`config.mk`:
```
export PLATFORM = sky130hd
export DESIGN_NAME = omni3ik_norm
export DESIGN_NICKNAME = d
export VERILOG_FILES = /design/src/sv/omni3ik_pkg.sv /design/src/sv/omni3ik_norm.sv
export SDC_FILE = /design/constraint.sdc
export NUM_CORES = 2
export LEC_CHECK = 0
export BUFFER_PORTS_ARGS = -buffer_cell sky130_fd_sc_hd__buf_2
export CAP_MARGIN = 0
export CORE_ASPECT_RATIO = 0.9
export CORE_MARGIN = 5
export CORE_UTILIZATION = 45
export DETAILED_ROUTE_END_ITERATION = 8
export HOLD_SLACK_MARGIN = 0.1
export PLACE_DENSITY = 0.62
export SYNTH_ARGS = -nofsm -noshare
export SYNTH_HDL_FRONTEND = slang
export SYNTH_SLANG_ARGS = --single-unit
export TNS_END_PERCENT = 100
```
`constraint.sdc`:
```
create_clock -name i_clk -period 19.7 [get_ports i_clk]
set_input_delay 0.985 -clock i_clk [delete_from_list [all_inputs] [get_ports i_clk]]
set_output_delay 0.985 -clock i_clk [all_outputs]
set_load 0.05 [all_outputs]
```
`src/sv/omni3ik_pkg.sv`:
```
// Shared constants, widths and types for the three-wheel omni drive
// inverse kinematics pipeline. No dependencies; every other file imports it.
package omni3ik_pkg;

    // Input fixed-point format: signed, this many fraction bits.
    localparam int INPUT_FRAC_BITS = 14;

    // Port field widths.
    localparam int IN_W       = 16;
    localparam int OUT_W      = 16;
    localparam int ROT_W      = 16;
    localparam int FS_W       = 15;
    localparam int CFG_W      = 16;
    localparam int CFG_ADDR_W = 1;
    localparam int NUM_WHEELS = 3;

    // Wheel sums carry INPUT_FRAC_BITS + 16 fraction bits; 1.0 is 2^ONE_EXP.
    localparam int ONE_EXP = INPUT_FRAC_BITS + 16;

    // Largest wheel magnitude stays below 2^36 for any 16-bit inputs; the
    // magnitude word must also hold 1.0 itself.
    localparam int MAG_W  = (ONE_EXP + 1 > 36) ? ONE_EXP + 1 : 36;
    localparam int SUM_W  = MAG_W + 1;
    localparam int Q_W    = FS_W;
    localparam int DIV_W  = MAG_W + 1;
    localparam int PROD_W = MAG_W + FS_W;
    localparam int NUM_W  = DIV_W + Q_W;

    // Projection constants: cos(30 deg) in Q0.16 and the shifts that align
    // vel_y / 2, vel_y and turn_rate * spin gain (Q4.12) to the sum format.
    localparam int COS_W  = 16;
    localparam logic [COS_W-1:0] COS30_Q16 = 16'd56756;
    localparam int XT_W   = IN_W + COS_W + 1;
    localparam int RR_W   = IN_W + ROT_W + 1;
    localparam int YH_SH  = 15;
    localparam int YF_SH  = 16;
    localparam int ROT_SH = 4;

    localparam logic [MAG_W-1:0] ONE_MAG = MAG_W'(1) << ONE_EXP;

    // Configuration register indexes and reset values.
    localparam logic [CFG_ADDR_W-1:0] REG_SPIN_GAIN      = 1'd0;
    localparam logic [CFG_ADDR_W-1:0] REG_FULL_SCALE     = 1'd1;
    localparam logic [ROT_W-1:0]      ROT_SCALE_RESET    = 16'd8118;
    localparam logic [FS_W-1:0]       FULL_SCALE_RESET   = 15'd8192;

    typedef logic signed [SUM_W-1:0] t_sum;
    typedef logic [MAG_W-1:0]        t_mag;
    typedef logic [PROD_W-1:0]       t_prod;
    typedef logic [NUM_W-1:0]        t_num;
    typedef logic [DIV_W-1:0]        t_div;
    typedef logic [Q_W-1:0]          t_quo;

    // Control that travels beside the data through the back half of the pipe.
    typedef struct packed {
        logic valid;
        logic renorm;
    } t_tag;

endpackage

```
`src/sv/omni3ik_norm.sv`:
```
// Normalization stages: wheel magnitudes, largest magnitude, divisor choice,
// scaling by full_scale and the rounding numerator. Depends on omni3ik_pkg.
module omni3ik_norm import omni3ik_pkg::*; (
    input  logic                  i_clk,
    input  logic                  i_rst_n,
    input  logic                  i_en,
    input  logic                  i_valid,
    input  t_sum                  i_sum [NUM_WHEELS],
    input  logic [FS_W-1:0]       i_full_scale,
    output t_tag                  o_tag,
    output t_num                  o_num [NUM_WHEELS],
    output t_div                  o_dvs,
    output logic [NUM_WHEELS-1:0] o_neg
);

    logic                  r_vld3;
    logic                  r_vld4;
    logic                  r_vld5;
    logic                  r_vld6;
    t_mag                  r_mag3 [NUM_WHEELS];
    logic [NUM_WHEELS-1:0] r_neg3;
    t_mag                  r_mag4 [NUM_WHEELS];
    logic [NUM_WHEELS-1:0] r_neg4;
    t_mag                  r_den4;
    logic                  r_ren4;
    t_prod                 r_prod5 [NUM_WHEELS];
    logic [NUM_WHEELS-1:0] r_neg5;
    t_mag                  r_den5;
    logic                  r_ren5;
    t_num                  r_num6 [NUM_WHEELS];
    t_div                  r_dvs6;
    logic [NUM_WHEELS-1:0] r_neg6;
    logic                  r_ren6;

    t_mag                  n_mag [NUM_WHEELS];
    logic [NUM_WHEELS-1:0] n_neg;
    t_sum                  abs_val [NUM_WHEELS];
    t_mag                  max01;
    t_mag                  max_all;
    logic                  n_ren;
    t_mag                  n_den;
    t_prod                 n_prod [NUM_WHEELS];
    t_num                  n_num [NUM_WHEELS];

    // Stage three: sign and magnitude of each wheel sum.
    always_comb begin
        for (int j = 0; j < NUM_WHEELS; j++) begin
            n_neg[j]   = i_sum[j][SUM_W-1];
            abs_val[j] = n_neg[j] ? -i_sum[j] : i_sum[j];
            n_mag[j]   = abs_val[j][MAG_W-1:0];
        end
    end

    // Stage four: largest magnitude; divide by it only when it exceeds 1.0.
    assign max01   = (r_mag3[0] > r_mag3[1]) ? r_mag3[0] : r_mag3[1];
    assign max_all = (r_mag3[2] > max01) ? r_mag3[2] : max01;
    assign n_ren   = max_all > ONE_MAG;
    assign n_den   = n_ren ? max_all : ONE_MAG;

    // Stage five: scale to output units; stage six: 2*|v|*fs + D so that the
    // floor of the quotient by 2*D rounds half away from zero.
    always_comb begin
        for (int j = 0; j < NUM_WHEELS; j++) begin
            n_prod[j] = PROD_W'(r_mag4[j]) * PROD_W'(i_full_scale);
            n_num[j]  = {r_prod5[j], 1'b0} + NUM_W'(r_den5);
        end
    end

    always_ff @(posedge i_clk) begin
        if (!i_rst_n) begin
            r_vld3 <= 1'b0;
            r_vld4 <= 1'b0;
            r_vld5 <= 1'b0;
            r_vld6 <= 1'b0;
        end else if (i_en) begin
            r_vld3 <= i_valid;
            r_vld4 <= r_vld3;
            r_vld5 <= r_vld4;
            r_vld6 <= r_vld5;
        end
    end

    always_ff @(posedge i_clk) begin
        if (i_en) begin
            r_mag3  <= n_mag;
            r_neg3  <= n_neg;
            r_mag4  <= r_mag3;
            r_neg4  <= r_neg3;
            r_den4  <= n_den;
            r_ren4  <= n_ren;
            r_prod5 <= n_prod;
            r_neg5  <= r_neg4;
            r_den5  <= r_den4;
            r_ren5  <= r_ren4;
            r_num6  <= n_num;
            r_dvs6  <= {r_den5, 1'b0};
            r_neg6  <= r_neg5;
            r_ren6  <= r_ren5;
        end
    end

    assign o_tag.valid  = r_vld6;
    assign o_tag.renorm = r_ren6;
    assign o_num        = r_num6;
    assign o_dvs        = r_dvs6;
    assign o_neg        = r_neg6;

endmodule

```
# Yosys cells after proc, flatten, opt, wreduce, memory -nomap -nowiden
# Cells that the tools add are included.
# op_classes
addsub	6
multipliers	3
div	0
n_lt_le_gt_ge	3
eq_ne	0
n_shift	0
n_mux	5
bitwise	0
reduce_logical	0
# op_table
operator	n
36-bit 2-to-1 mux	5
52-bit by 36-bit adder with 52-bit output	3
36-bit by 15-bit multiplier with 51-bit output	3
36-bit negation	3
36-bit > comparator	2
36-bit by 31-bit > comparator with 1-bit output (second input constant)	1
# word_totals
register_bits	652
latchBits	0
mem_bits_rw	0
rom_bits	0
output_inout_bits	198
word_cells	43
mem_count	0

# Depth between registers and ports, before layout
# logic_depth
depth_word	5
depth_mapped	27
depth_no_buf	24

# Worst setup path after synthesis
# Ideal clock, no wire load.
# synth_timing
kind	input port to flip-flop
startpoint	in i_full_scale[3]
endpoint	reg r_prod5[49] in the netlist's numbering (data pin)
setup_time_ns	0.262
t_arrival_ns	7.352
t_required_ns	19.438
slack_ns	12.086
cell_stages	23
n_path_buf	3
path_cell_list	clkbuf_1 > clkbuf_1 > clkbuf_1 > nand2_1 > fa_1 > inv_1 > fa_1 > inv_1 > fa_1 > inv_1 > fa_1 > fa_1 > fa_1 > ha_1 > nand4_1 > nor4_1 > nand3b_1 > o41ai_1 > o41ai_1 > a31oi_1 > o311ai_1 > a211oi_1 > xnor2_1
# synth_lines
element	line_no	rtl
start: declaration	omni3ik_norm.sv:9	input logic [FS_W-1:0] i_full_scale,
end signal: assignment	omni3ik_norm.sv:91	r_prod5 <= n_prod;
end: declaration	omni3ik_norm.sv:26	t_prod r_prod5 [NUM_WHEELS];

==> summary.md <==
| Metric | Value |
|---|---|
| Num CTS Buffers | 78 |
| Status | completed |
| DR iter-0 viols | 4405 |
| Top FF cell, synth | edfxtp_1 |
| Post-DP HPWL | 180000 microns |
| Slew @ Worst Pin | roughly 1.1 ns |
| Critical Path Source Type | input port |
| Design Area, Final | between 80000 and 90000 sq um |
| FFs w/ async S/R, synth | 0 |
| Crit path arrival time | roughly 9.2 ns |
| Gpl congestion | 0.961 |
| Area delta synth->final | 8.14% |
| Via count | 55800 |
| DIE HEIGHT | 409 microns |
| Period utilization | 0.446 |
| Tot GR Track Use | 0.251 |
| Setup Fix Bufs, Post-CTS | 0 |
| Final Hold Vio Count | 0 |
| Clk_skew | 0.0384 ns |
| Max frequency | 114 MHz |
| Min Hold Slack | between 0.4 and 0.5 ns |
| Post-synth EDFFs | 645 |
| IO buf count | around 330 |
| Nets@finish | around 9800 |
| Storage element area | 19400 sq um |
| Setup_tns | 0 ns |
| Final setup fails | 0 |
| Req. time, crit path | 20.14 ns |
| Min-delay src | r_den5[0] |
| Hold buffers post-CTS | 0 |
| Die Span X | about 450 microns |
| Unique masters post-synth | 85 |
| Worst r2r src | r_mag4[9] |
| Clock buffer depth | 3 |
| DR WL/cell | roughly 22 microns |
| Syn Area/Cell | 10.3 sq um |
| FF-to-FF End | r_prod5[48] |
| Clock sinks | ~650 |
| Root Buffer Master | clkbuf_16 |
| Seq cells post-synth | between 600 and 700 |
| Slew margin rel. | 0.234 |
| Layout Cells excl Fill | between 10000 and 15000 |
| RSZ-0062 raised after global routing | no |
| Initial core utilization | 0.453 |
| Synth Cell Area | 79600 sq um |
| Placed cell count | 10100 |
| Via-per-instance ratio | 5.43 |
| Clk_lat worst skew | 0.71 ns |
| TritonRoute pass-1 iters | 6 |
| Reg2reg setup slack | 11.46 ns |
| FF-to-FF path depth | 20 |
| ANT nets after route | 0 |
| Hold Crit Endpoint | o_num[104] |
| Row cnt | 146 |
| Io pins | ~330 |
| Cell Area, Placed | 83400 sq um |
| Share of layout cells above drive strength 1 | 0.0722 |
| Multi-input gate area | 54500 sq um |
| Max Slew Vio Count | 0 |
| Maximum capacitance violations | 0 |
| Sequential-to-total area share from yosys stat | 0.244 |
| Crit end category | flop |
| Total gr overflow | 0 |
| Minimum clock period | between 8 and 9 ns |
| DRC viols | 0 |
| Warning count from the yosys run | 0 |
| WHS Path Cells | 0 |
| Worst Hold Class | flop to flop |
| Die area | 185000 sq um |
| Initial antenna violation count | 25 |
| Clock Pin Slew Worst Setup and Hold Paths | 0.06 ns |
| Core area | 176000 sq um |
| Routed wire length | 230000 microns |
| First-pass GRT wire length | 356000 microns |
| Largest net degree at the start of global routing | 156 |
| Synth Net Count | approximately 9700 |
| Fill count | about 16000 |
| TritonCTS clock tree | yes |
| Gate Count Post-Synth | 7730 |
| Vias in the first global route | between 50000 and 60000 |
| Kind of critical path | input port to flop |
| CP max FO | 77 |
| Post-CTS sizing | 0 |
| H-tree depth | 3 |
[cells by family (layout without fill, tap and decap cells)]
logic type / count (synthesis) / after routing / share of synthesized area
other: 1 / 5 / 0.0000471
buffers and inverters: 1505 / 1686 / 0.0713
XOR/XNOR: 374 / 374 / 0.0411
AO/OA/AOI/OAI: 886 / 886 / 0.0719
AND/OR/NAND/NOR: 2417 / 2417 / 0.150
adder cells (fa/ha/maj): 1848 / 1848 / 0.415
multiplexers: 50 / 50 / 0.00635
flip-flops: 649 / 649 / 0.244
[worst max-delay path: stages]
cell	delay, ns
buf_4	0.42
buf_4	0.89
nand2_1	0.22
fa_1	0.61
inv_1	0.05
fa_1	0.49
inv_1	0.06
fa_1	0.51
inv_1	0.04
ha_1	0.26
inv_1	0.04
fa_1	0.47
inv_1	0.05
fa_1	0.44
ha_1	0.39
inv_1	0.07
or2_2	0.29
o41ai_1	0.86
nor2_1	0.20
o21ai_1	0.67
a31oi_1	0.40
o21bai_1	0.43
a311o_1	0.23
nand4_1	0.07
[Yosys cell counts (all sizes together), types with 46 or more instances]
library cell | instances | area [sq um]
fa | 1323 | 26500
inv | 1164 | 4370
nand2 | 1154 | 4330
and2 | 697 | 4360
edfxtp | 645 | 19400
ha | 525 | 6570
clkbuf | 327 | 1230
xnor2 | 255 | 2230
a21oi | 249 | 1250
o21ai | 175 | 876
a21o | 167 | 1250
nor2 | 137 | 514
xor2 | 119 | 1040
nand3 | 60 | 300
nand4 | 51 | 319
or2 | 47 | 294
mux2i | 46 | 460
[stage by stage]
stage / worst slack (ns) / utilization
final: 10.92 / 0.489
after global routing: 10.74 / 0.489
after CTS: 11.13 / 0.489
after detailed placement: 10.37 / 0.474
after global placement: 10.39 / 0.474
after floorplan: 12.09 / -
[routing by layer]
layer	wire, microns	global-route usage	part of all wire	vias to the layer above
met1	98000	0.342	0.43	28300
met3	28000	0.100	0.12	363
met5	84	0	0.00037	-
li1	-	-	-	25000
met4	6030	0.0649	0.026	12
met2	97500	0.373	0.42	2166
[layout make-up]
cell class | count | share of cell area
multi-input cells | 5576 | 0.633
flip-flops and latches | 649 | 0.226
inverters | 1164 | 0.0507
well taps | 2368 | 0.0344
repair buffers | 380 | 0.0242
clock buffers | 86 | 0.0240
clock inverters | 56 | 0.00743
diodes | 4 | 0.000116
[placed cells by master (no fill, tap or decap), drive strengths merged, types with 13 or more instances in the layout]
cell,n
o211ai,15
clkbuf,86
nand3b,14
or4,25
nand2b,32
a31oi,25
and4,14
clkinv,26
a21oi,249
or2,47
nand4,51
and3,41
o21ai,175
a21o,167
o21a,36
o31ai,36
nor3,38
inv,1173
mux2i,46
and2,697
buf,380
fa,1323
nor4,41
a211oi,33
o41ai,27
or3,13
nand3,60
nand2,1154
nor2,137
o21bai,35
xnor2,255
edfxtp,645
nor2b,34
xor2,119
ha,525
[registers in the layout, summed over array words and instances, names as in the netlist, 3 cells and up]
register / count
r_den5: 36
r_neg5: 3
r_prod5: 153
r_neg3: 3
o_neg: 3
o_num: 154
o_dvs: 35
r_den4: 36
r_neg4: 3
r_mag3: 108
r_mag4: 108
[worst max path at each step]
stage,from,slack [ns],cells past startpoint,to
2_1_floorplan,i_full_scale[3],12.09,23,r_prod5[49]
5_1_grt,i_full_scale[3],10.74,24,r_prod5[46]
4_1_cts,i_full_scale[3],11.13,24,r_prod5[48]
3_3_place_gp,i_full_scale[1],10.39,20,r_prod5[48]
3_5_place_dp,i_full_scale[3],10.37,24,r_prod5[48]
6_report,i_full_scale[3],10.92,24,r_prod5[48]
Power is not shown: default switching activity piles up to over one toggle a cycle in this logic, so the estimate is an artifact.
