`src/sv/omni3ik_pkg.sv`:
```
// Shared constants, widths and types for the three-wheel omni drive
// inverse kinematics pipeline. No dependencies; every other file imports it.
package omni3ik_pkg;

    // Input fixed-point format: signed, this many fraction bits.
    localparam int INPUT_FRAC_BITS = 14;

    // Port field widths.
    localparam int IN_W       = 16;
    localparam int OUT_W      = 16;
    localparam int ROT_W      = 16;
    localparam int FS_W       = 15;
    localparam int CFG_W      = 16;
    localparam int CFG_ADDR_W = 1;
    localparam int NUM_WHEELS = 3;

    // Wheel sums carry INPUT_FRAC_BITS + 16 fraction bits; 1.0 is 2^ONE_EXP.
    localparam int ONE_EXP = INPUT_FRAC_BITS + 16;

    // Largest wheel magnitude stays below 2^36 for any 16-bit inputs; the
    // magnitude word must also hold 1.0 itself.
    localparam int MAG_W  = (ONE_EXP + 1 > 36) ? ONE_EXP + 1 : 36;
    localparam int SUM_W  = MAG_W + 1;
    localparam int Q_W    = FS_W;
    localparam int DIV_W  = MAG_W + 1;
    localparam int PROD_W = MAG_W + FS_W;
    localparam int NUM_W  = DIV_W + Q_W;

    // Projection constants: cos(30 deg) in Q0.16 and the shifts that align
    // vel_y / 2, vel_y and turn_rate * spin gain (Q4.12) to the sum format.
    localparam int COS_W  = 16;
    localparam logic [COS_W-1:0] COS30_Q16 = 16'd56756;
    localparam int XT_W   = IN_W + COS_W + 1;
    localparam int RR_W   = IN_W + ROT_W + 1;
    localparam int YH_SH  = 15;
    localparam int YF_SH  = 16;
    localparam int ROT_SH = 4;

    localparam logic [MAG_W-1:0] ONE_MAG = MAG_W'(1) << ONE_EXP;

    // Configuration register indexes and reset values.
    localparam logic [CFG_ADDR_W-1:0] REG_SPIN_GAIN      = 1'd0;
    localparam logic [CFG_ADDR_W-1:0] REG_FULL_SCALE     = 1'd1;
    localparam logic [ROT_W-1:0]      ROT_SCALE_RESET    = 16'd8118;
    localparam logic [FS_W-1:0]       FULL_SCALE_RESET   = 15'd8192;

    typedef logic signed [SUM_W-1:0] t_sum;
    typedef logic [MAG_W-1:0]        t_mag;
    typedef logic [PROD_W-1:0]       t_prod;
    typedef logic [NUM_W-1:0]        t_num;
    typedef logic [DIV_W-1:0]        t_div;
    typedef logic [Q_W-1:0]          t_quo;

    // Control that travels beside the data through the back half of the pipe.
    typedef struct packed {
        logic valid;
        logic renorm;
    } t_tag;

endpackage

```
`src/sv/omni3ik_proj.sv`:
```
// Projection stages: body velocity onto the three wheel axes plus rotation.
// Two register stages (products, then sums). Depends on omni3ik_pkg.
module omni3ik_proj import omni3ik_pkg::*; (
    input  logic                    i_clk,
    input  logic                    i_rst_n,
    input  logic                    i_en,
    input  logic                    i_valid,
    input  logic signed [IN_W-1:0]  i_vel_x,
    input  logic signed [IN_W-1:0]  i_vel_y,
    input  logic signed [IN_W-1:0]  i_turn_rate,
    input  logic [ROT_W-1:0]        i_spin_gain,
    output logic                    o_valid,
    output t_sum                    o_sum [NUM_WHEELS]
);

    logic                   r_vld1;
    logic                   r_vld2;
    logic signed [XT_W-1:0] r_xterm;
    logic signed [RR_W-1:0] r_rot;
    logic signed [IN_W-1:0] r_vel_y;
    t_sum                   r_sum [NUM_WHEELS];

    logic signed [XT_W-1:0] n_xterm;
    logic signed [RR_W-1:0] n_rot;
    t_sum                   xt;
    t_sum                   yh;
    t_sum                   yf;
    t_sum                   rt;
    t_sum                   n_sum [NUM_WHEELS];

    // Stage one: the two real multiplications.
    assign n_xterm = i_vel_x * $signed({1'b0, COS30_Q16});
    assign n_rot   = i_turn_rate * $signed({1'b0, i_spin_gain});

    // Stage two: align every term to the sum format and add per wheel.
    assign xt = SUM_W'(r_xterm);
    assign yh = SUM_W'($signed({r_vel_y, {YH_SH{1'b0}}}));
    assign yf = SUM_W'($signed({r_vel_y, {YF_SH{1'b0}}}));
    assign rt = SUM_W'($signed({r_rot, {ROT_SH{1'b0}}}));

    assign n_sum[0] = xt + yh + rt;
    assign n_sum[1] = rt - yf;
    assign n_sum[2] = rt - xt + yh;

    // Valid bits follow the data and freeze on a stall.
    always_ff @(posedge i_clk) begin
        if (!i_rst_n) begin
            r_vld1 <= 1'b0;
            r_vld2 <= 1'b0;
        end else if (i_en) begin
            r_vld1 <= i_valid;
            r_vld2 <= r_vld1;
        end
    end

    always_ff @(posedge i_clk) begin
        if (i_en) begin
            r_xterm <= n_xterm;
            r_rot   <= n_rot;
            r_vel_y <= i_vel_y;
            r_sum   <= n_sum;
        end
    end

    assign o_valid = r_vld2;
    assign o_sum   = r_sum;

endmodule

```
`config.mk`:
```
export PLATFORM = sky130hd
export DESIGN_NAME = omni3ik_proj
export DESIGN_NICKNAME = d
export VERILOG_FILES = /design/src/sv/omni3ik_pkg.sv /design/src/sv/omni3ik_proj.sv
export SDC_FILE = /design/constraint.sdc
export NUM_CORES = 1
export LEC_CHECK = 0
export BUFFER_PORTS_ARGS = -buffer_cell sky130_fd_sc_hd__buf_2
export CAP_MARGIN = 5
export CORE_MARGIN = 2
export CORE_UTILIZATION = 25
export DETAILED_ROUTE_END_ITERATION = 12
export HOLD_SLACK_MARGIN = 0.1
export PLACE_DENSITY = 0.49
export SKIP_CTS_REPAIR_TIMING = 1
export SLEW_MARGIN = 20
export SYNTH_ARGS = -nofsm -noshare
export SYNTH_HDL_FRONTEND = slang
export SYNTH_SLANG_ARGS = --single-unit
```
`constraint.sdc`:
```
create_clock -name i_clk -period 9.05 [get_ports i_clk]
set_input_delay 2.715 -clock i_clk [delete_from_list [all_inputs] [get_ports i_clk]]
set_output_delay 2.715 -clock i_clk [all_outputs]
set_load 0.03 [all_outputs]
```
Yosys cells after proc, flatten, opt, wreduce, memory -nomap -nowiden
Cells that the tools add are included.
{ "word_totals": {"in_bits": 68, "reg_bits": 193, "elab_cells": 15, "out_inout_bits": 112} }
{ "op_classes": {"add_sub_neg": 5, "multipliers": 2} }
{ "op_table": {"columns": ["operator", "n"], "rows": [
  ["$add 34x37->37", 1],
  ["$add 37x31->37", 1],
  ["$sub 37x32->37", 1],
  ["$sub 37x33->37", 1],
  ["$add 33x31->34", 1],
  ["$mul 16x17->33", 1],
  ["$mul 16x15->31 const B", 1]
]} }

Logic depth before layout (Yosys ltp)
Gate-level depths: netlist of run 1.
{ "logic_depth": {"depth_word": 2, "mapped_depth": 24, "depth_no_buf": 23} }

Worst setup path before layout of run 1
No wires, ideal clock.
{ "synth_path": {"path_kind": "input-to-reg", "start": "in i_spin_gain[7]", "end": "reg r_rot[32] (data pin)", "required_ns": 8.792, "setup_time_ns": 0.258, "path_slack_ns": 0.721, "t_arrival_ns": 8.072, "path_stages": 23, "n_path_buf": 1, "path_cell_list": "clkbuf_1 > nand2_1 > fa_1 > inv_1 > fa_1 > inv_1 > fa_1 > inv_1 > fa_1 > fa_1 > inv_1 > fa_1 > inv_1 > ha_1 > nand2_1 > or4_1 > a211oi_1 > nor3_1 > o21ai_1 > a21oi_1 > nor2b_1 > o41a_1 > xnor2_1"} }
{ "synth_between": {"elab_chain_cells": 1} }
{ "synth_rtl": {"columns": ["element", "line_no", "rtl"], "rows": [
  ["start: declaration", "omni3ik_proj.sv:11", "input logic [ROT_W-1:0] i_spin_gain,"],
  ["$mul 16x17->33", "omni3ik_proj.sv:33", "assign n_rot = i_turn_rate * $signed({1'b0, i_spin_gain});"],
  ["net n_rot[32]", "omni3ik_proj.sv:24", "logic signed [RR_W-1:0] n_rot;"],
  ["end signal: assignment", "omni3ik_proj.sv:59", "r_rot <= n_rot;"],
  ["end: declaration", "omni3ik_proj.sv:19", "logic signed [RR_W-1:0] r_rot;"]
]} }
The timed path passes the listed nets, and every way through them passes these cells.
A chain may end at the register's enable or synchronous reset.

Final worst setup path of run 1
{ "layout_path": {"start": "in i_turn_rate[4]", "end": "reg r_rot[32] (data pin)"} }
{ "layout_between": {"elab_chain_cells": 1} }
{ "layout_rtl": {"columns": ["element", "line_no", "rtl"], "rows": [
  ["start: declaration", "omni3ik_proj.sv:10", "input logic signed [IN_W-1:0] i_turn_rate,"],
  ["$mul 16x17->33", "omni3ik_proj.sv:33", null],
  ["net n_rot[32]", "omni3ik_proj.sv:24", null]
]} }
The timed path passes the listed nets, and every way through them passes these cells.

==> results.md, run 1 <==
* Status: finished, final reports clean
* Initial antenna violation count at 14
* Final Setup Violations at 0
* Routability cong. at 0.845
* Min Clock Period, post-route at 8470 ps
* Row count at 117
* Async SR Flop Fraction at 0%
* PortBufs at 171
* Num CTS Buffers at 17
* Area of the multi-input gates at 17,500 um^2
* Number of global-route vias before repair at 18,500
* Detailed Place HPWL at 56.4 mm
* Synth top cells by count: 597 x inv_1, 359 x fa_1, 329 x ha_1
* Clk buf depth at 2
* Syn. warnings at 0
* ANT nets after route at 0
* Clk Tree Root Cell: clkbuf_16
* Area growth, synth to finish at 12.0%
* Crit path launch: i_turn_rate[4]
* Max-Cap Viols at 0
* Reg2Reg Launch Point: r_rot[1]$_DFFE_PP_
* Synth area leader: fa_1
* Primary FF master, synth: edfxtp_1
* Final period util at 93.6%
* Drt first pass iters at 5
* Hold WC Path Type: flop to flop
* Seq cells post-synth at 184
* Full die area at 104,000 um^2
* Data required time of the critical path at 9270 ps
* Hold path startpoint: r_xterm[3]$_DFFE_PP_
* Mapped cell area at 25,500 um^2
* Layout cells sized above 1 at 8.54%
* Synth top area cells: fa_1 28%, edfxtp_1 21%, ha_1 16%, inv_1 8.8%, xnor2_1 3.1%
* Vias/cell at 4.24
* Htree depth at 4
* Most frequent cell after synthesis: inv_1
* GRT Total Usage at 12.9%
* Crit path DAT at 8690 ps
* I/O pin total at 180
* Gr ovfl total at 0
* Synth unique cells at 67
* Average routed wire per standard cell at 16.0 um
* Chip height at 323 um
* Residual DRC at 0
* Final slew viol count at 0
* Maximum clock frequency at 118 MHz
* Worst Skew at 20.5 ps
* Worst-margin pin slew at 806 ps
* RSZ-0062 raised after global routing: false
* Initial Util at 25.1%
* Sequential share of the synthesized area at 21.6%
* Clk sink count at 184
* Avg Synthesized Cell Area at 9.99 um^2
* Final nets at 3,460
* Die width at 323 um
* Post-Route WL at 65.4 mm
* Post-synth EDFFs at 182
* Pin count of the biggest net entering global routing at 65
* DR vias at 17,300
* Worst skew pair latency at 480 ps
* DR iter-0 viols at 884
* CORE AREA at 101,000 um^2
* FF/Latch Area at 5510 um^2
* Clk slew on worst S/H paths at 80 ps
* Hold violation count in the final report at 0
* Setup_tns at 0 ps
* Top cell type's share of synthesized area at 28.2%
* Worst setup SP type: primary input
* Mapped Cells at 2,550
* First-pass GRT wire length at 103 mm
* Worst setup EP type: flop
* Rel. slew slack at 46.3%
* CTS tree: done
* WS Path Type: primary input to flop
* Crit-path max FO at 16
* Fill count at 10,800
critical path, stage by stage:
cell	delay [ps]
buf_2	220
and2_1	230
fa_1	530
inv_1	50
fa_1	480
inv_1	60
fa_1	480
fa_1	510
fa_1	520
inv_1	60
fa_1	480
inv_1	40
ha_1	370
nand4_1	180
or4_1	530
a211oi_1	360
nor3_1	160
o21ai_1	220
a21oi_1	100
nor2b_1	150
o41a_1	150
xnor2_1	80
registers in the layout (all words and copies together) (netlist names):
name	count
o_sum	102
r_rot	33
r_xterm	31
r_vel_y	16
o_valid	1
r_vld1	1
cell families after synthesis:
kind of cell	synth area share, %
DFF	21.6
xor gates and xnor gates	4.78
other	0.0147
AOI/OAI and AO/OA	9.38
buffers and inverters	9.78
muxes	0.118
and+or+nand+nor	9.96
adders and majority gates	44.4
per-layer routing:
layer | up-vias | wire [um] | track usage, %
met2 | 309 | 29900 | 21.3
met4 | 8 | 1170 | 3.15
met3 | 65 | 2390 | 1.58
li1 | 8439 | - | -
met1 | 8512 | 31900 | 17.8
met5 | - | 46 | 0
worst paths after layout:
check,endpoint,slack [ps],cells after the start
setup / recovery,r_rot[32]$_DFFE_PP_,580,22
hold reg to reg,o_sum[77]$_DFFE_PP_,510,0
setup reg to reg,o_sum[105]$_DFFE_PP_,5110,14
hold / removal,o_sum[77]$_DFFE_PP_,510,0
through the flow:
stage	setup slack [ps]	util (%)	instances	instance area, um^2	hold WS, ps
6_report	577	28.1	4086	28500	506
3_3_place_gp	172	27.5	4053	27900	484
3_5_place_dp	108	27.5	4053	27900	489
4_1_cts	654	28.1	4085	28500	510
2_1_floorplan	721	-	2557	25500	426
5_1_grt	282	28.1	4085	28500	531
layout make-up:
cell class                      instances  area share (%)
Antenna cell                            1         0.00877
Clock buffer                           17            1.49
Clock inverter                         15           0.609
Inverter                              599            7.88
Multi-Input combinational cell       1718            61.4
Sequential cell                       184            19.3
Tap cell                             1368            6.00
Timing Repair Buffer                  184            3.37
placed cells by master, fill, tap and decap left out, drive strengths merged, types with 7 or more instances in the layout:
cell type,netlist,layout
nand3,23,23
nor3,22,22
o21ai,64,64
clkbuf,47,18
o21bai,13,13
conb,1,8
o21a,21,21
edfxtp,182,182
buf,9,183
o2111ai,7,7
a211oi,11,11
nand2b,29,29
fa,359,359
a31oi,14,14
a21oi,125,125
xor2,49,49
xnor2,90,90
and2,117,117
or3,9,9
o211ai,7,7
inv,599,609
nor2b,23,23
a21o,55,55
nand2,185,185
nand4,14,14
nor2,80,80
ha,329,329
Power of run 1 is not shown: default switching activity piles up to over one toggle a cycle in this logic, so the estimate is an artifact.
==> run 2: changes to the inputs <==
--- a/config.mk
+++ b/config.mk
@@ -7,13 +7,16 @@
 export LEC_CHECK = 0
 export BUFFER_PORTS_ARGS = -buffer_cell sky130_fd_sc_hd__buf_2
 export CAP_MARGIN = 5
+export CORE_ASPECT_RATIO = 0.5
 export CORE_MARGIN = 2
 export CORE_UTILIZATION = 25
 export DETAILED_ROUTE_END_ITERATION = 12
 export HOLD_SLACK_MARGIN = 0.1
 export PLACE_DENSITY = 0.49
+export REMOVE_ABC_BUFFERS = 1
 export SKIP_CTS_REPAIR_TIMING = 1
 export SLEW_MARGIN = 20
 export SYNTH_ARGS = -nofsm -noshare
 export SYNTH_HDL_FRONTEND = slang
 export SYNTH_SLANG_ARGS = --single-unit
+export TNS_END_PERCENT = 50
==> run 2 against run 1 <==
  * Critical endpoint unchanged
  * Register-to-register slack got worse by 180 ps
  * Clock-buffer cell count rose by 1
  * Cell count fell by 0.44%
  * Global-route usage fell by 0.24 points
==> results.md, run 2 (synthesis results as in run 1) <==
* Initial Util at 25.3% (was 25.1%)
* Crit path largest cell delay at 590 ps (was 530 ps)
* RSZ-0062 raised after global routing: false (unchanged)
* Final Setup Violations at 0 (unchanged)
* Final period util at 93.7% (was 93.6%)
* Average routed wire per standard cell at 15.9 um (was 16.0 um)
* Most frequent cells in the layout: 597 x inv_1, 359 x fa_1, 329 x ha_1 (unchanged)
* CORE AREA at 101,000 um^2 (about the same)
* Layout cells sized above 1 at 8.70% (was 8.54%)
* Worst setup EP type: flop (unchanged)
* Rel. slew slack at 40.1% (was 46.3%)
* Leading cell type in the layout, fill and taps excluded: inv_1 (unchanged)
* Slowest-stage cell, CP: fa_1 (unchanged)
* Worst-margin pin slew at 898 ps (was 806 ps)
* Final slew viol count at 0 (unchanged)
* Maximum clock frequency at 118 MHz (about the same)
* Fill count at 10,600 (was 10,800)
* Number of global-route vias before repair at 18,700 (was 18,500)
* Pre-CTS setup slack at 68.1 ps (was 108 ps)
* Crit path max-delay family: adder cells (unchanged)
* Drt first pass iters at 5 (unchanged)
* Clk slew on worst S/H paths at 80 ps (about the same)
* Htree depth at 4 (unchanged)
* Worst skew pair latency at 500 ps (was 480 ps)
* Row count at 82 (was 117)
* Num CTS Buffers at 17 (unchanged)
* GRT Total Usage at 12.6% (was 12.9%)
* Final nets at 3,466 (was 3,460)
* Setup_tns at 0 ps (unchanged)
* Min Clock Period, post-route at 8480 ps (was 8470 ps)
* Max-Cap Viols at 0 (unchanged)
* FF/Latch Area at 5510 um^2 (unchanged)
* Crit-path max FO at 16 (unchanged)
* Post-Route WL at 64.6 mm (was 65.4 mm)
* Routability cong. at 0.864 (was 0.845)
* Data required time of the critical path at 9300 ps (was 9270 ps)
* DR iter-0 viols at 722 (was 884)
* Worst setup SP type: primary input (unchanged)
* Residual DRC at 0 (unchanged)
* Hold WC Path Type: flop to flop (unchanged)
* Clk sink count at 184 (unchanged)
* Crit path DAT at 8730 ps (was 8690 ps)
* Max reg flops at 102 (unchanged)
* Fin worst setup slack at 568 ps (was 577 ps)
* Met2 usage at 22.2% (was 21.3%)
* Most frequent CP cell: fa_1 (unchanged)
* Clk Tree Root Cell: clkbuf_16 (unchanged)
* Pin count of the biggest net entering global routing at 71 (was 65)
* Met1 Usage GRT at 16.1% (was 17.8%)
* ANT nets after route at 0 (unchanged)
* Initial antenna violation count at 0 (was 14)
* CTS tree: done (unchanged)
* PortBufs at 171 (unchanged)
* Clk buf depth at 2 (unchanged)
* Area of the multi-input gates at 17,500 um^2 (unchanged)
* CP Buf/Inv Count at 4 (was 5)
* Status: finished, final reports clean (unchanged)
* Vias/cell at 4.28 (was 4.24)
* WS Path Type: primary input to flop (unchanged)
* Detailed Place HPWL at 55.7 mm (was 56.4 mm)
* Gr ovfl total at 0 (unchanged)
* DR vias at 17,400 (was 17,300)
* I/O pin total at 180 (unchanged)
* Die width at 455 um (was 323 um)
* First-pass GRT wire length at 103 mm (about the same)
* Area growth, synth to finish at 12.0% (about the same)
* Full die area at 105,000 um^2 (was 104,000 um^2)
* Most Used Layer, Global Route: met2 (unchanged)
* Hold violation count in the final report at 0 (unchanged)
* Crit path cell chain: buf_2, nand2_1, fa_1, fa_1, fa_1, inv_1, fa_1, fa_1, inv_1, fa_1, inv_1, ha_1, nand4_1, or4_1, a211oi_1, nor3_1, o21ai_1, a21oi_1, nor2b_1, o41a_1, xnor2_1 (was buf_2, and2_1, fa_1, inv_1, fa_1, inv_1, fa_1, fa_1, fa_1, inv_1, fa_1, inv_1, ha_1, nand4_1, or4_1, a211oi_1, nor3_1, o21ai_1, a21oi_1, nor2b_1, o41a_1, xnor2_1)
* Met3 GRT Util at 1.67% (was 1.58%)
* Worst Skew at 15.3 ps (was 20.5 ps)
* Chip height at 230 um (was 323 um)
-- run 2: cell types whose count changed in the layout (fill, tap and decap cells not counted) --
cell / before / now
clkinv_8: 2 / 3
clkbuf_1: 0 / 1
clkinvlp_4: 0 / 1
inv_6: 6 / 4
bufinv_16: 1 / 0
buf_4: 13 / 19
-- run 2: area by class of cell --
| class | count | area share, % |
|---|---|---|
| Sequential cell | 184 | 19.3 |
| Inverter | 599 | 7.88 |
| Antenna cell | 1 | 0.00877 |
| Multi-Input combinational cell | 1718 | 61.4 |
| Clock inverter | 14 | 0.526 |
| Tap cell | 1344 | 5.89 |
| Clock buffer | 18 | 1.50 |
| Timing Repair Buffer | 190 | 3.53 |
-- run 2: metrics by stage --
step | hold slack, ps | utilization (%) | cell area (um^2) | cells
6_report | 493 | 28.4 | 28500 | 4068
4_1_cts | 504 | 28.4 | 28500 | 4067
5_1_grt | 513 | 28.4 | 28500 | 4067
3_3_place_gp | 478 | 27.8 | 28000 | 4035
2_1_floorplan | 426 | - | 25300 | 2501
3_5_place_dp | 484 | 27.8 | 28000 | 4035
-- run 2: routing by layer --
metal / up-vias / wire [um]
li1: 8436 / -
met1: 8673 / 29600
met2: 230 / 31600
met3: 67 / 1770
met4: 0 / 1590
met5: - / 0
-- run 2: final timing paths --
kind                                            from                   to  slack [ps]  depth (start not counted)
worst max register to register   r_rot[11]$_DFFE_PP_  o_sum[33]$_DFFE_PP_        4930                         13
worst max-delay path                  i_turn_rate[1]  r_rot[32]$_DFFE_PP_         570                         21
worst min register to register  r_xterm[2]$_DFFE_PP_  o_sum[76]$_DFFE_PP_         490                          0
worst min-delay path            r_xterm[2]$_DFFE_PP_  o_sum[76]$_DFFE_PP_         490                          0
Power of run 2 is left out for the same reason.
==> run 3: changes to the inputs <==
--- a/config.mk
+++ b/config.mk
@@ -12,7 +12,7 @@
 export CORE_UTILIZATION = 25
 export DETAILED_ROUTE_END_ITERATION = 12
 export HOLD_SLACK_MARGIN = 0.1
-export PLACE_DENSITY = 0.49
+export PLACE_DENSITY = 0.44
 export REMOVE_ABC_BUFFERS = 1
 export SKIP_CTS_REPAIR_TIMING = 1
 export SLEW_MARGIN = 20
==> run 3 against run 2 <==
  * Global-route usage increased by 0.51 points
  * Critical endpoint unchanged
  * Die area unchanged
  * Worst setup slack improved by 78 ps
  * Utilization decreased by 0.071 points
  * Clock skew increased by 6.4 ps
  * Via count decreased by 0.10%
  * Largest cell class unchanged
  * Wire length increased by 2.6%
==> results.md, run 3 (synthesis results as in run 1) <==
* Status: finished, final reports clean (unchanged)
* R2r worst-path depth at 13 (unchanged)
* Rel. slew slack at 41.7% (was 40.1%)
* Die width at 455 um (unchanged)
* Hold EP: o_sum[76]$_DFFE_PP_ (unchanged)
* Row count at 82 (unchanged)
* I/O pin total at 180 (unchanged)
* Layout cells sized above 1 at 8.37% (was 8.70%)
* Clk slew on worst S/H paths at 80 ps (about the same)
* Setup_tns at 0 ps (unchanged)
* Detailed Place HPWL at 56.7 mm (was 55.7 mm)
* Maximum clock frequency at 119 MHz (was 118 MHz)
* Hold violation count in the final report at 0 (unchanged)
* Num CTS Buffers at 17 (unchanged)
* Routability cong. at 0.858 (was 0.864)
* WL met1 at 31.7 mm (was 29.6 mm)
* Residual DRC at 0 (unchanged)
* WS Path Type: primary input to flop (unchanged)
* Area growth, synth to finish at 11.7% (was 12.0%)
* Final period util at 92.9% (was 93.7%)
* Uppermost layer routed: met5 (was met4)
* Gr ovfl total at 0 (unchanged)
* DR iter-0 viols at 811 (was 722)
* R2R Setup Slk at 4970 ps (was 4930 ps)
* Number of global-route vias before repair at 19,000 (was 18,700)
* Vias/cell at 4.28 (about the same)
* Clk Tree Root Cell: clkbuf_16 (unchanged)
* Fill count at 10,700 (was 10,600)
* Reg2Reg Launch Point: r_rot[11]$_DFFE_PP_ (unchanged)
* ANT nets after route at 0 (unchanged)
* Initial antenna violation count at 3 (was 0)
* Pin count of the biggest net entering global routing at 69 (was 71)
* Final Setup Violations at 0 (unchanged)
* DR vias at 17,400 (about the same)
* Average routed wire per standard cell at 16.3 um (was 15.9 um)
* Data required time of the critical path at 9290 ps (was 9300 ps)
* FF-to-FF End: o_sum[33]$_DFFE_PP_ (unchanged)
* Min-Delay Path Depth at 0 (unchanged)
* Worst setup SP type: primary input (unchanged)
* Max-Cap Viols at 0 (unchanged)
* Crit path DAT at 8650 ps (was 8730 ps)
* Max reg flops at 102 (unchanged)
* Htree depth at 4 (unchanged)
* Chip height at 230 um (unchanged)
* Final slew viol count at 0 (unchanged)
* Min Clock Period, post-route at 8400 ps (was 8480 ps)
* Hold WC Path Type: flop to flop (unchanged)
* GRT Total Usage at 13.1% (was 12.6%)
* WL met2 at 32.0 mm (was 31.6 mm)
* Crit-path max FO at 16 (unchanged)
* Worst-margin pin slew at 875 ps (was 898 ps)
* Clk sink count at 184 (unchanged)
* CORE AREA at 101,000 um^2 (unchanged)
* First-pass GRT wire length at 107 mm (was 103 mm)
* Worst setup EP type: flop (unchanged)
* Hold path startpoint: r_xterm[2]$_DFFE_PP_ (unchanged)
* CTS tree: done (unchanged)
* Initial Util at 25.3% (unchanged)
* PortBufs at 171 (unchanged)
* Post-Route WL at 66.3 mm (was 64.6 mm)
* Final nets at 3,456 (was 3,466)
* Most frequent cells in the layout: 597 x inv_1, 359 x fa_1, 329 x ha_1 (unchanged)
* RSZ-0062 raised after global routing: false (unchanged)
* Full die area at 105,000 um^2 (unchanged)
* Drt first pass iters at 5 (unchanged)
* Clk buf depth at 2 (unchanged)
* Met3 WL post-DR at 1.45 mm (was 1.77 mm)
* Worst Skew at 21.7 ps (was 15.3 ps)
* Leading cell type in the layout, fill and taps excluded: inv_1 (unchanged)
* Worst skew pair latency at 490 ps (was 500 ps)
[run 3: how the worst max path moves through the flow]
| stage | from | to | slack [ps] | cells after the start |
|---|---|---|---|---|
| finish | i_turn_rate[7] | r_rot[32]$_DFFE_PP_ | 650 | 24 |
| floorplan | i_turn_rate[4] | r_rot[32]$_DFFE_PP_ | 950 | 21 |
| CTS | i_spin_gain[8] | r_rot[32]$_DFFE_PP_ | 710 | 22 |
| detailed placement | i_spin_gain[8] | r_rot[32]$_DFFE_PP_ | 160 | 22 |
| global placement | i_spin_gain[11] | r_rot[32]$_DFFE_PP_ | 220 | 21 |
| global route | i_spin_gain[10] | r_rot[26]$_DFFE_PP_ | 450 | 20 |
[run 3: layout make-up]
class	count	area, um^2	area share [%]
clock inverters	14	154	0.541
clock buffers	18	429	1.51
flip-flops and latches	184	5510	19.3
well taps	1344	1680	5.91
diodes	1	2.50	0.00879
multi-input cells	1718	17500	61.5
repair buffers	180	932	3.28
inverters	599	2250	7.90
[run 3: critical path, cell delays in order]
cell	delay (ps)
buf_2	290
nand2_1	130
fa_1	550
inv_1	60
fa_1	500
inv_1	50
fa_1	530
inv_1	50
fa_1	390
fa_1	520
inv_1	50
fa_1	470
inv_1	40
ha_1	340
a21oi_1	290
o221ai_1	150
nand3_1	110
a21oi_1	60
nor3_1	450
o21ai_1	190
a21oi_1	180
nor2b_1	80
o41a_1	320
xnor2_1	130
[run 3: metal layers]
| metal | track usage, % | vias to the layer above |
|---|---|---|
| li1 | - | 8413 |
| met1 | 17.6 | 8720 |
| met2 | 22.6 | 200 |
| met3 | 1.51 | 53 |
| met4 | 3.25 | 2 |
| met5 | 0 | - |
[run 3: per-stage QoR]
| step | utilization (%) | hold WS (ps) | worst slack (ps) | instances | instance area (um^2) |
|---|---|---|---|---|---|
| 3_3_place_gp | 27.7 | 470 | 215 | 4025 | 27900 |
| 5_1_grt | 28.3 | 511 | 453 | 4057 | 28500 |
| 2_1_floorplan | - | 426 | 951 | 2501 | 25300 |
| 4_1_cts | 28.3 | 493 | 712 | 4057 | 28500 |
| 3_5_place_dp | 27.7 | 474 | 161 | 4025 | 27900 |
| 6_report | 28.3 | 487 | 646 | 4058 | 28500 |
Power of run 3 is left out for the same reason.
